**src/hw/rtl/cdh_pkg.sv**
```systemverilog
package cdh_pkg;

   localparam int SAMPLE_W    = 10;
   localparam int VALUE_W     = 11;
   localparam int THR_W       = 11;
   localparam int SENSOR_W    = 2;
   localparam int CSR_IDX_W   = 2;
   localparam int TUSER_W     = 3;
   localparam int REQ_TDATA_W = 16;
   localparam int RSP_TDATA_W = 24;

   localparam logic KIND_CAL  = 1'b0;
   localparam logic KIND_MEAS = 1'b1;

   localparam logic [CSR_IDX_W-1:0] REG_CONTACT = 2'd0;
   localparam logic [CSR_IDX_W-1:0] REG_RELEASE = 2'd1;
   localparam logic [CSR_IDX_W-1:0] REG_STEADY  = 2'd2;

   localparam logic [THR_W-1:0] CONTACT_RESET = 11'd5;
   localparam logic [THR_W-1:0] RELEASE_RESET = 11'd2;
   localparam logic [THR_W-1:0] STEADY_RESET  = 11'd2;

   typedef enum logic [4:0] {
      S_IDLE  = 5'b00001,
      S_DIV   = 5'b00010,
      S_VALUE = 5'b00100,
      S_SCAN  = 5'b01000,
      S_OUT   = 5'b10000
   } state_type;

   typedef enum logic [1:0] {
      OP_OFFSET,
      OP_DIFF
   } sub_op_type;

   typedef struct packed {
      logic                add;
      logic                wr_offset;
      logic                kind;
      logic [SENSOR_W-1:0] sensor;
   } acc_ctl_type;

   typedef struct packed {
      logic push;
      logic rotate;
   } hist_ctl_type;

endpackage

```
**src/hw/rtl/cdh_sub.sv**
```systemverilog
module cdh_sub #(
   parameter int SUB_W = 12
) (
   input  cdh_pkg::sub_op_type                  op,
   input  logic        [cdh_pkg::SAMPLE_W-1:0]  quo,
   input  logic        [cdh_pkg::SAMPLE_W-1:0]  offset,
   input  logic signed [cdh_pkg::VALUE_W-1:0]   tap0,
   input  logic signed [cdh_pkg::VALUE_W-1:0]   tap1,
   output logic signed [SUB_W-1:0]              diff
);

   logic signed [SUB_W-1:0] opa;
   logic signed [SUB_W-1:0] opb;

   always_comb begin
      case (op)
         cdh_pkg::OP_OFFSET: begin
            opa = {{(SUB_W-cdh_pkg::SAMPLE_W){1'b0}}, quo};
            opb = {{(SUB_W-cdh_pkg::SAMPLE_W){1'b0}}, offset};
         end
         cdh_pkg::OP_DIFF: begin
            opa = {{(SUB_W-cdh_pkg::VALUE_W){tap0[cdh_pkg::VALUE_W-1]}}, tap0};
            opb = {{(SUB_W-cdh_pkg::VALUE_W){tap1[cdh_pkg::VALUE_W-1]}}, tap1};
         end
         default: begin
            opa = '0;
            opb = '0;
         end
      endcase
      diff = opa - opb;
   end

endmodule

```
**src/hw/rtl/cdh_accum.sv**
```systemverilog
module cdh_accum #(
   parameter int SENSORS      = 4,
   parameter int CAL_SAMPLES  = 200,
   parameter int READ_SAMPLES = 20,
   parameter int DIV_W        = 18
) (
   input  logic                             clock,
   input  logic                             reset,
   input  cdh_pkg::acc_ctl_type             ctl,
   input  logic [cdh_pkg::SAMPLE_W-1:0]     sample,
   input  logic [cdh_pkg::SAMPLE_W-1:0]     offset_wdata,
   output logic                             done,
   output logic [DIV_W-1:0]                 sum,
   output logic [cdh_pkg::SAMPLE_W-1:0]     offset
);

   localparam int SAMPLE_MAX = (1 << cdh_pkg::SAMPLE_W) - 1;
   localparam int CAL_SUM_W  = $clog2(CAL_SAMPLES * SAMPLE_MAX + 1);
   localparam int CAL_CNT_W  = $clog2(CAL_SAMPLES + 1);
   localparam int RD_SUM_W   = $clog2(READ_SAMPLES * SAMPLE_MAX + 1);
   localparam int RD_CNT_W   = $clog2(READ_SAMPLES + 1);

   logic [CAL_SUM_W-1:0]         cal_sum_ff [SENSORS];
   logic [CAL_SUM_W-1:0]         cal_sum_in [SENSORS];
   logic [CAL_CNT_W-1:0]         cal_cnt_ff [SENSORS];
   logic [CAL_CNT_W-1:0]         cal_cnt_in [SENSORS];
   logic [RD_SUM_W-1:0]          rd_sum_ff  [SENSORS];
   logic [RD_SUM_W-1:0]          rd_sum_in  [SENSORS];
   logic [RD_CNT_W-1:0]          rd_cnt_ff  [SENSORS];
   logic [RD_CNT_W-1:0]          rd_cnt_in  [SENSORS];
   logic [cdh_pkg::SAMPLE_W-1:0] offset_ff  [SENSORS];
   logic [cdh_pkg::SAMPLE_W-1:0] offset_in  [SENSORS];

   logic [CAL_SUM_W-1:0]         cal_sum_sel;
   logic [CAL_CNT_W-1:0]         cal_cnt_sel;
   logic [RD_SUM_W-1:0]          rd_sum_sel;
   logic [RD_CNT_W-1:0]          rd_cnt_sel;
   logic [CAL_SUM_W-1:0]         cal_sum_nx;
   logic [CAL_CNT_W-1:0]         cal_cnt_nx;
   logic [RD_SUM_W-1:0]          rd_sum_nx;
   logic [RD_CNT_W-1:0]          rd_cnt_nx;
   logic                         cal_done;
   logic                         rd_done;

   always_comb begin
      cal_sum_sel = '0;
      cal_cnt_sel = '0;
      rd_sum_sel  = '0;
      rd_cnt_sel  = '0;
      offset      = '0;
      for (int i = 0; i < SENSORS; i++) begin
         if (32'(ctl.sensor) == i) begin
            cal_sum_sel = cal_sum_ff[i];
            cal_cnt_sel = cal_cnt_ff[i];
            rd_sum_sel  = rd_sum_ff[i];
            rd_cnt_sel  = rd_cnt_ff[i];
            offset      = offset_ff[i];
         end
      end
      cal_sum_nx = cal_sum_sel + CAL_SUM_W'(sample);
      cal_cnt_nx = cal_cnt_sel + CAL_CNT_W'(1);
      rd_sum_nx  = rd_sum_sel + RD_SUM_W'(sample);
      rd_cnt_nx  = rd_cnt_sel + RD_CNT_W'(1);
      cal_done   = (cal_cnt_nx == CAL_CNT_W'(CAL_SAMPLES));
      rd_done    = (rd_cnt_nx == RD_CNT_W'(READ_SAMPLES));
      if (ctl.kind == cdh_pkg::KIND_CAL) begin
         done = ctl.add && cal_done;
         sum  = DIV_W'(cal_sum_nx);
      end else begin
         done = ctl.add && rd_done;
         sum  = DIV_W'(rd_sum_nx);
      end
   end

   always_comb begin
      for (int i = 0; i < SENSORS; i++) begin
         cal_sum_in[i] = cal_sum_ff[i];
         cal_cnt_in[i] = cal_cnt_ff[i];
         rd_sum_in[i]  = rd_sum_ff[i];
         rd_cnt_in[i]  = rd_cnt_ff[i];
         offset_in[i]  = offset_ff[i];
         if (32'(ctl.sensor) == i) begin
            if (ctl.add && ctl.kind == cdh_pkg::KIND_CAL) begin
               cal_sum_in[i] = cal_done ? '0 : cal_sum_nx;
               cal_cnt_in[i] = cal_done ? '0 : cal_cnt_nx;
            end
            if (ctl.add && ctl.kind == cdh_pkg::KIND_MEAS) begin
               rd_sum_in[i] = rd_done ? '0 : rd_sum_nx;
               rd_cnt_in[i] = rd_done ? '0 : rd_cnt_nx;
            end
            if (ctl.wr_offset) begin
               offset_in[i] = offset_wdata;
            end
         end
      end
   end

   always_ff @(posedge clock) begin
      for (int i = 0; i < SENSORS; i++) begin
         if (reset) begin
            cal_sum_ff[i] <= '0;
            cal_cnt_ff[i] <= '0;
            rd_sum_ff[i]  <= '0;
            rd_cnt_ff[i]  <= '0;
            offset_ff[i]  <= '0;
         end else begin
            cal_sum_ff[i] <= cal_sum_in[i];
            cal_cnt_ff[i] <= cal_cnt_in[i];
            rd_sum_ff[i]  <= rd_sum_in[i];
            rd_cnt_ff[i]  <= rd_cnt_in[i];
            offset_ff[i]  <= offset_in[i];
         end
      end
   end

endmodule

```
**src/hw/rtl/cdh_hist.sv**
```systemverilog
module cdh_hist #(
   parameter int HISTORY_DEPTH = 8
) (
   input  logic                               clock,
   input  logic                               reset,
   input  cdh_pkg::hist_ctl_type              ctl,
   input  logic signed [cdh_pkg::VALUE_W-1:0] push_data,
   output logic signed [cdh_pkg::VALUE_W-1:0] tap0,
   output logic signed [cdh_pkg::VALUE_W-1:0] tap1
);

   logic signed [cdh_pkg::VALUE_W-1:0] hist_ff [HISTORY_DEPTH];
   logic signed [cdh_pkg::VALUE_W-1:0] hist_in [HISTORY_DEPTH];

   // A rotation moves every entry one place toward the head, so a full turn
   // presents each adjacent pair at the two head taps and restores the order.
   always_comb begin
      for (int i = 0; i < HISTORY_DEPTH; i++) begin
         hist_in[i] = hist_ff[i];
      end
      if (ctl.push) begin
         hist_in[0] = push_data;
         for (int i = 1; i < HISTORY_DEPTH; i++) begin
            hist_in[i] = hist_ff[i-1];
         end
      end else if (ctl.rotate) begin
         for (int i = 0; i < HISTORY_DEPTH - 1; i++) begin
            hist_in[i] = hist_ff[i+1];
         end
         hist_in[HISTORY_DEPTH-1] = hist_ff[0];
      end
   end

   always_ff @(posedge clock) begin
      for (int i = 0; i < HISTORY_DEPTH; i++) begin
         if (reset) begin
            hist_ff[i] <= '0;
         end else begin
            hist_ff[i] <= hist_in[i];
         end
      end
   end

   assign tap0 = hist_ff[0];
   assign tap1 = hist_ff[1];

endmodule

```
**src/hw/rtl/contact_detect_hysteresis.sv**
```systemverilog
// Averages raw ADC samples per sensor, keeps a calibration offset for each
// sensor and tracks a contact flag with hysteresis on sensor 0. A sample that
// does not complete an average is absorbed while the block stays idle. A sample
// that completes one keeps the block busy until it is ready again: the DIV
// state divides the sum by multiplying it with a fixed-point reciprocal of
// the sample count, the VALUE state removes the offset in the shared
// subtractor, then in the SCAN state the subtractor forms one adjacent history
// difference per cycle while the history rotates through a full turn, and the
// OUT state loads the result register. A result still waiting on rsp_tready
// when the next average completes holds the block in its output step, and no
// beat is accepted until that result is taken.
module contact_detect_hysteresis #(
   parameter int SENSORS       = 4,
   parameter int HISTORY_DEPTH = 8,
   parameter int CAL_SAMPLES   = 200,
   parameter int READ_SAMPLES  = 20
) (
   input  logic                               clock,
   input  logic                               reset,
   input  logic                               req_tvalid,
   output logic                               req_tready,
   input  logic [cdh_pkg::REQ_TDATA_W-1:0]    req_tdata,  // sample
   input  logic [cdh_pkg::TUSER_W-1:0]        req_tuser,  // kind, sensor_index
   output logic                               rsp_tvalid,
   input  logic                               rsp_tready,
   output logic [cdh_pkg::RSP_TDATA_W-1:0]    rsp_tdata,  // value, contact, max_change, steady
   output logic [cdh_pkg::TUSER_W-1:0]        rsp_tuser,  // result_kind, result_sensor
   input  logic                               csr_we,
   input  logic [cdh_pkg::CSR_IDX_W-1:0]      csr_index,
   input  logic [cdh_pkg::THR_W-1:0]          csr_wdata
);

   localparam int SAMPLE_MAX = (1 << cdh_pkg::SAMPLE_W) - 1;
   localparam int CAL_SUM_W  = $clog2(CAL_SAMPLES * SAMPLE_MAX + 1);
   localparam int RD_SUM_W   = $clog2(READ_SAMPLES * SAMPLE_MAX + 1);
   localparam int DIV_W      = (CAL_SUM_W > RD_SUM_W) ? CAL_SUM_W : RD_SUM_W;
   localparam int CAL_LOG    = $clog2(CAL_SAMPLES);
   localparam int RD_LOG     = $clog2(READ_SAMPLES);
   localparam int RECIP_SH   = DIV_W + ((CAL_LOG > RD_LOG) ? CAL_LOG : RD_LOG);
   localparam int RECIP_W    = RECIP_SH + 1;
   localparam int PROD_W     = DIV_W + RECIP_W;
   localparam longint RECIP_ONE = longint'(1) << RECIP_SH;
   localparam longint RECIP_CAL = (RECIP_ONE + CAL_SAMPLES - 1) / CAL_SAMPLES;
   localparam longint RECIP_RD  = (RECIP_ONE + READ_SAMPLES - 1) / READ_SAMPLES;
   localparam int SUB_W      = cdh_pkg::VALUE_W + 1;
   localparam int STEP_W     = $clog2(HISTORY_DEPTH);

   cdh_pkg::state_type                  state_ff, state_in;
   logic                                kind_ff, kind_in;
   logic [cdh_pkg::SENSOR_W-1:0]        sensor_ff, sensor_in;
   logic [DIV_W-1:0]                    sum_ff, sum_in;
   logic [cdh_pkg::SAMPLE_W-1:0]        quo_ff, quo_in;
   logic [STEP_W-1:0]                   step_ff, step_in;
   logic [cdh_pkg::VALUE_W-1:0]         val_ff, val_in;
   logic [cdh_pkg::THR_W-1:0]           big_ff, big_in;
   logic                                calm_ff, calm_in;
   logic                                contact_ff, contact_in;
   logic [cdh_pkg::THR_W-1:0]           contact_thr_ff;
   logic [cdh_pkg::THR_W-1:0]           release_thr_ff;
   logic [cdh_pkg::THR_W-1:0]           steady_thr_ff;
   logic                                rsp_tvalid_ff, rsp_tvalid_in;
   logic [cdh_pkg::RSP_TDATA_W-1:0]     rsp_tdata_ff, rsp_tdata_in;
   logic [cdh_pkg::TUSER_W-1:0]         rsp_tuser_ff, rsp_tuser_in;

   logic                                req_kind;
   logic [cdh_pkg::SENSOR_W-1:0]        req_sensor;
   logic [cdh_pkg::SAMPLE_W-1:0]        req_sample;
   logic                                req_fire;
   logic                                sensor_ok;
   logic                                hist_upd;
   logic                                load_out;

   cdh_pkg::acc_ctl_type                acc_ctl;
   cdh_pkg::hist_ctl_type               hist_ctl;
   cdh_pkg::sub_op_type                 sub_op;
   logic                                acc_done;
   logic [DIV_W-1:0]                    acc_sum;
   logic [cdh_pkg::SAMPLE_W-1:0]        offset;
   logic [RECIP_W-1:0]                  recip;
   logic [PROD_W-1:0]                   product;
   logic signed [SUB_W-1:0]             diff;
   logic signed [SUB_W-1:0]             diff_abs;
   logic [cdh_pkg::THR_W-1:0]           change;
   logic signed [cdh_pkg::VALUE_W-1:0]  tap0;
   logic signed [cdh_pkg::VALUE_W-1:0]  tap1;

   assign req_kind   = req_tuser[0];
   assign req_sensor = req_tuser[cdh_pkg::SENSOR_W:1];
   assign req_sample = req_tdata[cdh_pkg::SAMPLE_W-1:0];
   assign req_tready = (state_ff == cdh_pkg::S_IDLE);
   assign req_fire   = req_tvalid && req_tready;
   assign sensor_ok  = (32'(req_sensor) < SENSORS);
   assign hist_upd   = (kind_ff == cdh_pkg::KIND_MEAS) && (sensor_ff == '0);
   assign load_out   = (state_ff == cdh_pkg::S_OUT) && (!rsp_tvalid_ff || rsp_tready);

   always_comb begin
      acc_ctl.add       = req_fire && sensor_ok;
      acc_ctl.wr_offset = (state_ff == cdh_pkg::S_VALUE) && (kind_ff == cdh_pkg::KIND_CAL);
      acc_ctl.kind      = req_tready ? req_kind : kind_ff;
      acc_ctl.sensor    = req_tready ? req_sensor : sensor_ff;
      hist_ctl.push     = (state_ff == cdh_pkg::S_VALUE) && hist_upd;
      hist_ctl.rotate   = (state_ff == cdh_pkg::S_SCAN);
      case (state_ff)
         cdh_pkg::S_VALUE: sub_op = cdh_pkg::OP_OFFSET;
         default:          sub_op = cdh_pkg::OP_DIFF;
      endcase
      // The reciprocal is rounded up and has enough fraction bits that the
      // product gives the exact floor of the average for every possible sum.
      recip    = (kind_ff == cdh_pkg::KIND_CAL) ? RECIP_W'(RECIP_CAL) : RECIP_W'(RECIP_RD);
      product  = PROD_W'(sum_ff) * PROD_W'(recip);
      diff_abs = diff[SUB_W-1] ? -diff : diff;
      change   = diff_abs[cdh_pkg::THR_W-1:0];
   end

   cdh_accum #(
      .SENSORS      (SENSORS),
      .CAL_SAMPLES  (CAL_SAMPLES),
      .READ_SAMPLES (READ_SAMPLES),
      .DIV_W        (DIV_W)
   ) u_accum (
      .clock        (clock),
      .reset        (reset),
      .ctl          (acc_ctl),
      .sample       (req_sample),
      .offset_wdata (quo_ff),
      .done         (acc_done),
      .sum          (acc_sum),
      .offset       (offset)
   );

   cdh_hist #(
      .HISTORY_DEPTH (HISTORY_DEPTH)
   ) u_hist (
      .clock     (clock),
      .reset     (reset),
      .ctl       (hist_ctl),
      .push_data (diff[cdh_pkg::VALUE_W-1:0]),
      .tap0      (tap0),
      .tap1      (tap1)
   );

   cdh_sub #(
      .SUB_W (SUB_W)
   ) u_sub (
      .op     (sub_op),
      .quo    (quo_ff),
      .offset (offset),
      .tap0   (tap0),
      .tap1   (tap1),
      .diff   (diff)
   );

   always_comb begin
      state_in   = state_ff;
      kind_in    = kind_ff;
      sensor_in  = sensor_ff;
      sum_in     = sum_ff;
      quo_in     = quo_ff;
      step_in    = step_ff;
      val_in     = val_ff;
      big_in     = big_ff;
      calm_in    = calm_ff;
      contact_in = contact_ff;
      case (state_ff)
         cdh_pkg::S_IDLE: begin
            if (req_fire) begin
               kind_in   = req_kind;
               sensor_in = req_sensor;
               sum_in    = acc_sum;
               if (acc_done) begin
                  state_in = cdh_pkg::S_DIV;
               end
            end
         end
         cdh_pkg::S_DIV: begin
            quo_in   = product[RECIP_SH +: cdh_pkg::SAMPLE_W];
            state_in = cdh_pkg::S_VALUE;
         end
         cdh_pkg::S_VALUE: begin
            if (kind_ff == cdh_pkg::KIND_CAL) begin
               val_in = {1'b0, quo_ff};
            end else begin
               val_in = diff[cdh_pkg::VALUE_W-1:0];
            end
            step_in  = '0;
            big_in   = '0;
            calm_in  = 1'b1;
            state_in = cdh_pkg::S_SCAN;
         end
         cdh_pkg::S_SCAN: begin
            if (step_ff == STEP_W'(HISTORY_DEPTH - 1)) begin
               if (hist_upd) begin
                  if (!contact_ff) begin
                     contact_in = (big_ff >= contact_thr_ff);
                  end else begin
                     contact_in = !(big_ff < release_thr_ff);
                  end
               end
               state_in = cdh_pkg::S_OUT;
            end else begin
               if (change > big_ff) begin
                  big_in = change;
               end
               if (change >= steady_thr_ff) begin
                  calm_in = 1'b0;
               end
               step_in = step_ff + STEP_W'(1);
            end
         end
         cdh_pkg::S_OUT: begin
            if (load_out) begin
               state_in = cdh_pkg::S_IDLE;
            end
         end
         default: begin
            state_in = cdh_pkg::S_IDLE;
         end
      endcase
   end

   always_comb begin
      rsp_tvalid_in = rsp_tvalid_ff;
      rsp_tdata_in  = rsp_tdata_ff;
      rsp_tuser_in  = rsp_tuser_ff;
      if (load_out) begin
         rsp_tvalid_in = 1'b1;
         rsp_tdata_in  = {calm_ff, big_ff, contact_ff, val_ff};
         rsp_tuser_in  = {sensor_ff, kind_ff};
      end else if (rsp_tready) begin
         rsp_tvalid_in = 1'b0;
      end
   end

   always_ff @(posedge clock) begin
      if (reset) begin
         state_ff       <= cdh_pkg::S_IDLE;
         contact_ff     <= 1'b0;
         rsp_tvalid_ff  <= 1'b0;
         contact_thr_ff <= cdh_pkg::CONTACT_RESET;
         release_thr_ff <= cdh_pkg::RELEASE_RESET;
         steady_thr_ff  <= cdh_pkg::STEADY_RESET;
      end else begin
         state_ff      <= state_in;
         contact_ff    <= contact_in;
         rsp_tvalid_ff <= rsp_tvalid_in;
         if (csr_we) begin
            case (csr_index)
               cdh_pkg::REG_CONTACT: contact_thr_ff <= csr_wdata;
               cdh_pkg::REG_RELEASE: release_thr_ff <= csr_wdata;
               cdh_pkg::REG_STEADY:  steady_thr_ff  <= csr_wdata;
               default: ;
            endcase
         end
      end
   end

   always_ff @(posedge clock) begin
      kind_ff      <= kind_in;
      sensor_ff    <= sensor_in;
      sum_ff       <= sum_in;
      quo_ff       <= quo_in;
      step_ff      <= step_in;
      val_ff       <= val_in;
      big_ff       <= big_in;
      calm_ff      <= calm_in;
      rsp_tdata_ff <= rsp_tdata_in;
      rsp_tuser_ff <= rsp_tuser_in;
   end

   assign rsp_tvalid = rsp_tvalid_ff;
   assign rsp_tdata  = rsp_tdata_ff;
   assign rsp_tuser  = rsp_tuser_ff;

endmodule

```
**config.mk**
```make
export PLATFORM = sky130hd
export DESIGN_NAME = contact_detect_hysteresis
export DESIGN_NICKNAME = d
export VERILOG_FILES = /design/src/hw/rtl/cdh_pkg.sv /design/src/hw/rtl/cdh_sub.sv /design/src/hw/rtl/cdh_accum.sv /design/src/hw/rtl/cdh_hist.sv /design/src/hw/rtl/contact_detect_hysteresis.sv
export SDC_FILE = /design/constraint.sdc
export NUM_CORES = 1
export LEC_CHECK = 0
export BUFFER_PORTS_ARGS = -buffer_cell sky130_fd_sc_hd__buf_2
export CORE_ASPECT_RATIO = 1.2
export CORE_MARGIN = 2
export CORE_UTILIZATION = 55
export CTS_BUF_LIST = sky130_fd_sc_hd__clkbuf_4
export CTS_CLUSTER_SIZE = 20
export DETAILED_ROUTE_END_ITERATION = 7
export PLACE_DENSITY = 0.71
export SYNTH_ARGS = -nofsm -noshare
export SYNTH_HDL_FRONTEND = slang
export SYNTH_HIERARCHICAL = 1
export SYNTH_SLANG_ARGS = --single-unit
```
**constraint.sdc**
```tcl
create_clock -name clock -period 19.79 [get_ports clock]
set_input_delay 0.9895 -clock clock [delete_from_list [all_inputs] [get_ports clock]]
set_output_delay 0.9895 -clock clock [all_outputs]
set_load 0.03 [all_outputs]
```
## Yosys cells after proc, flatten, opt, wreduce, memory -nomap -nowiden

Memory sizes are Yosys's and may differ from the RTL's.
Index checks and enable logic that the tools add are counted.

- Bits in writable memories: 312
- Register bits: 124
- Logic and storage cells: 237
- Output and inout bits: 29
- Input port bits: 37
- Memories: 6

- $mul: 1
- Bitwise gates (word level): 30
- Add/sub/neg operators: 7
- Eq/ne operators: 21
- Reductions and logical operators: 27
- Muxes and demuxes: 123
- Magnitude comparators: 4

Memories:

| name | words | width | rd ports | clocked after memory_dff | write ports | RTL line | source |
|---|---|---|---|---|---|---|---|
| u_hist.hist_ff | 8 | 11 | 8 | 0 | 8 | cdh_hist.sv:12 | `logic signed [cdh_pkg::VALUE_W-1:0] hist_ff [HISTORY_DEPTH];` |
| u_accum.cal_sum_ff | 4 | 18 | 4 | 0 | 4 | cdh_accum.sv:23 | `logic [CAL_SUM_W-1:0] cal_sum_ff [SENSORS];` |
| u_accum.rd_sum_ff | 4 | 15 | 4 | 0 | 4 | cdh_accum.sv:27 | `logic [RD_SUM_W-1:0] rd_sum_ff [SENSORS];` |
| u_accum.offset_ff | 4 | 10 | 4 | 0 | 4 | cdh_accum.sv:31 | `logic [cdh_pkg::SAMPLE_W-1:0] offset_ff [SENSORS];` |
| u_accum.cal_cnt_ff | 4 | 8 | 4 | 0 | 4 | cdh_accum.sv:25 | `logic [CAL_CNT_W-1:0] cal_cnt_ff [SENSORS];` |
| u_accum.rd_cnt_ff | 4 | 5 | 4 | 0 | 4 | cdh_accum.sv:29 | `logic [RD_CNT_W-1:0] rd_cnt_ff [SENSORS];` |

Operators with widths:

| cell | number |
|---|---|
| $mux 18 | 17 |
| $mux 15 | 18 |
| $mux 88 | 2 |
| $mux 10 | 17 |
| $mux 8 | 17 |
| $mux 11 | 11 |
| $mux 5 | 21 |
| $pmux 12 s2 | 2 |
| $mul 18x22->36 | 1 |
| $or 1x1->1 | 28 |
| $pmux 5 s5 | 1 |
| $ge 11x11->1 | 2 |
| $mux 22 | 1 |
| $pmux 11 s2 | 1 |
| $add 18x10->18 | 1 |
| $add 15x10->15 | 1 |
| $sub 12x12->12 | 1 |
| $gt 11x11->1 | 1 |
| $lt 11x11->1 | 1 |
| $mux 1 | 11 |
| $neg 11->11 | 1 |
| $eq 5x5->1 const B | 2 |
| $ne 2x1->1 const B | 5 |
| $reduce_and 2->1 | 5 |
| 25 further kinds | 45 |

## Longest topological paths before layout

- Depth after elaboration: 15
- Depth in mapped cells: 32
- Gate-level depth less buffers: 25

## Modules after synthesis

The synthesis kept the hierarchy.

Modules (own cells, without submodules):

| module | cells each | times used | seq. area each (µm²) | area an instance (µm²) |
|---|---|---|---|---|
| contact_detect_hysteresis | 1367 | 1 | 3323.2 | 14022.2 |
| cdh_accum | 1259 | 1 | 4484.3 | 11040.6 |
| cdh_hist | 414 | 1 | 1761.7 | 4242.8 |
| cdh_sub | 104 | 1 | 0.0 | 785.8 |

## Least setup slack after synthesis

Ideal clock, no wire load.

- Path type: register to register
- Start: register state_ff[1]
- End: register big_ff[0] in the netlist's numbering, enable pin
- Path slack: 13.210 ns
- Clock period less this slack: 6.580 ns
- Data required time: 19.407 ns
- Cell stages (with the launch flop): 32
- Path buffers: 8
- Arrival time: 6.198 ns
- Setup time: 0.383 ns
- Cells stage by stage: dfxtp_1 -> nor3_1 -> nand3b_1 -> inv_1 -> nand2_1 -> nand2_1 -> buf_4 -> buf_6 -> buf_4 -> buf_2 -> buf_2 -> buf_2 -> clkbuf_1 -> mux4_2 -> mux2i_1 -> or2_2 -> ha_1 -> a21oi_1 -> nand2_1 -> o22ai_1 -> o31a_1 -> clkbuf_1 -> o21ai_0 -> ha_1 -> nor2b_1 -> o21ai_0 -> nand2b_1 -> a21oi_1 -> o21ai_0 -> a31o_2 -> nand3_1 -> a21oi_1

RTL lines:

| what | RTL line | source |
|---|---|---|
| start, declared | contact_detect_hysteresis.sv:48 | `cdh_pkg::state_type state_ff, state_in;` |
| start signal, assigned | contact_detect_hysteresis.sv:236 | `state_ff <= cdh_pkg::S_IDLE;` |
| start signal, assigned | contact_detect_hysteresis.sv:243 | `state_ff <= state_in;` |
| end signal, assigned | contact_detect_hysteresis.sv:264 | `big_ff <= big_in;` |
| end, declared | contact_detect_hysteresis.sv:55 | `logic [cdh_pkg::THR_W-1:0] big_ff, big_in;` |

==> impl_metrics.env <==
export IMPL_status="completed"
export IMPL_synth_most_common_cell="inv_1"
export IMPL_critical_path_arrival_ns=7.45
export IMPL_die_area_mm2=0.0566
export IMPL_cts_setup_buffers=0
export IMPL_hold_viol_final=0
export IMPL_cts_sinks=436
export IMPL_grt_max_degree=210
export IMPL_yosysUniqueCellTypes=78
export IMPL_yosys_area_top_type="dfxtp_1"
export IMPL_cellLeakagePower_nw=13.9
export IMPL_yosys_register_bits=436
export IMPL_avgSynthCellArea_um2=9.57
export IMPL_drv_cap=0
export IMPL_clkTransAtPathRegs_ns=0.08
export IMPL_dr_total_vias=22400
export IMPL_crit_fanout=32
export IMPL_finClkSkew_ns=0.0757
export IMPL_fmax_mhz=143
export IMPL_drtPass1Iterations=7
export IMPL_detail_route_wl_per_cell_um=17.9
export IMPL_holdWs_ns=0.338
export IMPL_insertion_delay_ns=0.89
export IMPL_finalWirelength_um=71500
export IMPL_endpoint_kind="flop"
export IMPL_netSwitchingPower_mw=2.56
export IMPL_coreArea_mm2=0.0539
export IMPL_io_pins=66
export IMPL_synth_compound_area_frac=0.108
export IMPL_grt_overflow=0
export IMPL_internal_power_mw=2.91
export IMPL_cts_buffers=112
export IMPL_drt_iter0_markers=1490
export IMPL_ys_seq_area_frac=0.318
export IMPL_async_reset_ff_frac=0
export IMPL_rsz0062_at_grt="no"
export IMPL_drc=0
export IMPL_max_slew_margin=0.262
export IMPL_synth_top_family_by_area="adder cells"
export IMPL_grt_pass1_vias=23600
export IMPL_min_period_ns=7.02
export IMPL_synth_warnings=6
export IMPL_rrSetupSlack_ns=12.77
export IMPL_cts_max_path_buffers=3
export IMPL_synth_area_mm2=0.0301
export IMPL_synth_common_cells="inv_1, dfxtp_1, nand2_1"
export IMPL_netlist_area_leader_share=0.234
export IMPL_fin_setup_tns_ns=0
export IMPL_final_setup_viol_count=0
export IMPL_fin_crit_sh=0.355
export IMPL_syn_to_final_growth_pct=7.14
export IMPL_rows=93
export IMPL_syn_inst=3144
export IMPL_report_final_slew_viol_count=0
export IMPL_die_x_um=218
export IMPL_synth_edf_count=84
export IMPL_antenna_left=0
export IMPL_cts_tree="built"
export IMPL_grt_usage=0.258
export IMPL_comb_power_share=0.672
export IMPL_clockPowerShare=0.142
export IMPL_port_buffers=59
export IMPL_path_class="reg -> reg"
export IMPL_fill_cells=4576
export IMPL_pwr_density_cell_mw_per_mm2=170
export IMPL_worstMarginPinSlew_ns=1.11
export IMPL_synth_mux_area_frac=0.0914
export IMPL_synth_xor_area_frac=0.0208
export IMPL_vdd_drop_max_mv=0.257
export IMPL_swShare=0.468
export IMPL_yosys_area_share_adder=0.235
export IMPL_final_nets=3673
export IMPL_synthSimpleGateAreaFrac=0.146
export IMPL_grt_pass1_wl_um=117000
export IMPL_start_util=0.559
export IMPL_clock_root_buffer="clkbuf_4"
export IMPL_sequentialPowerShare=0.186
export IMPL_required_ns=20.22
export IMPL_drive_gt1_frac=0.115
export IMPL_dp_hpwl_um=52100
export IMPL_cts_resized=0
export IMPL_grt_antenna_before_repair=2
export IMPL_hold_path_class="in -> reg"
export IMPL_viasPerCell=5.61
export IMPL_ys_flop_type="dfxtp_1"
export IMPL_place_congestion=0.948
export IMPL_postCtsHoldBufs=0
export IMPL_die_y_um=260
export IMPL_startpoint_type="flop"
export IMPL_yosys_top_cells_area="dfxtp_1, fa_1, ha_1"
export IMPL_htree_levels=3
-- cells by family (layout without fill, tap and decap cells) --
logic type / Yosys count / after routing
AOI/OAI and AO/OA: 522 / 522
adders and majority gates: 437 / 437
other: 2 / 31
muxes: 203 / 203
buffers and inverters: 585 / 697
xor gates and xnor gates: 69 / 69
DFF: 436 / 436
and+or+nand+nor: 890 / 890
-- metal layers --
layer | GRT usage | wire [µm] | up-vias
met5 | 0 | 0 | -
met4 | 0.132 | 2930 | 0
met3 | 0.0406 | 3530 | 180
met2 | 0.458 | 36400 | 607
met1 | 0.300 | 28600 | 10900
li1 | - | - | 10700
-- layout by cell type (no fill, tap or decap), drive strengths merged, types with 4 or more instances in the layout --
cell type  instances
clkinv            32
nand3             88
xor2              20
o21a              12
edfxtp            84
o41ai              4
a21oi            233
o211ai             5
o2111ai            4
a21o              31
a211oi           114
fa               212
and3               9
o21ai             64
and2              25
nand2b            44
nor2             127
a2111oi            6
conb              30
mux4              56
nand4             16
o31a               4
xnor2             49
nor2b            108
o31ai             19
nor3b              8
inv              404
buf               96
ha               225
or2               11
or3               37
a31oi              4
nand3b            53
mux2              14
nor3               9
clkbuf           161
dfxtp            352
mux2i            133
nand2            344
-- power groups by stage --
stage          registers, mW  clock network [mW]  logic (mW)
6_report                1.02               0.777        3.68
5_1_grt                 1.02               0.848        4.20
4_1_cts                 1.02               0.802        3.66
3_5_place_dp            1.04                   0        3.63
3_3_place_gp            1.04                   0        3.52
2_1_floorplan           1.03                   0        2.76
-- worst max-delay path, cell delays in order (launching register included) --
cell and delay, ns:
dfxtp_1 0.36, nor3_1 0.27, nand3b_1 0.38, inv_1 0.25, nand2_1 0.12, nand2_4 0.52, mux4_2 0.37, mux2i_1 0.07
or2_2 0.32, fa_1 0.43, a21o_1 0.20, a221oi_2 0.37, xnor2_1 0.29, nor4_1 0.34, nand2b_1 0.14, o41ai_1 0.41
xnor2_1 0.23, ha_1 0.31, nand4_1 0.08, or3_1 0.13, a21oi_1 0.07, a21oi_1 0.89
-- flip-flops by register name, summed over array words and instances (netlist names), 11 cells and up --
register / flops
big_ff: 11
rsp_tdata: 24
u_accum/rd_sum_ff: 60
u_hist/hist_ff: 88
release_thr_ff: 11
contact_thr_ff: 11
steady_thr_ff: 11
u_accum/cal_sum_ff: 72
val_ff: 11
u_accum/offset_ff: 40
sum_ff: 18
u_accum/cal_cnt_ff: 32
u_accum/rd_cnt_ff: 20
-- through the flow --
| step | std cells | worst slack [ns] | util | total power, mW | area, µm² |
|---|---|---|---|---|---|
| 2_1_floorplan | 3172 | 13.21 | - | 3.79 | 30200 |
| 3_3_place_gp | 3797 | 13.02 | 0.572 | 4.56 | 30800 |
| 3_5_place_dp | 3797 | 12.91 | 0.572 | 4.67 | 30800 |
| 4_1_cts | 3996 | 12.83 | 0.598 | 5.48 | 32200 |
| 5_1_grt | 3997 | 12.32 | 0.598 | 6.06 | 32200 |
| 6_report | 3997 | 12.77 | 0.598 | 5.47 | 32200 |
-- worst paths after layout --
kind,to,start,cells past startpoint
setup / recovery,big_ff[4]$_SDFFCE_PN0P_,state_ff[2]$_SDFFE_PP0P_,21
hold / removal,sensor_ff[0]$_DFFE_PP_,req_tuser[1],1
setup reg to reg,big_ff[4]$_SDFFCE_PN0P_,state_ff[2]$_SDFFE_PP0P_,21
hold reg to reg,rsp_tdata[7]$_DFFE_PP_,val_ff[7]$_DFFE_PP_,0
-- area by class of cell --
class                   instances  area, µm²  share of cell area
well taps                     712        891              0.0276
multi-input cells            2151      18200               0.565
repair buffers                 96        596              0.0185
clock buffers                 161       1210              0.0375
inverters                     402       1510              0.0469
diodes                          1       2.50           0.0000776
flip-flops and latches        436       9570               0.297
clock inverters                38        231             0.00718
Note: power is estimated with default switching activity, not from simulation.
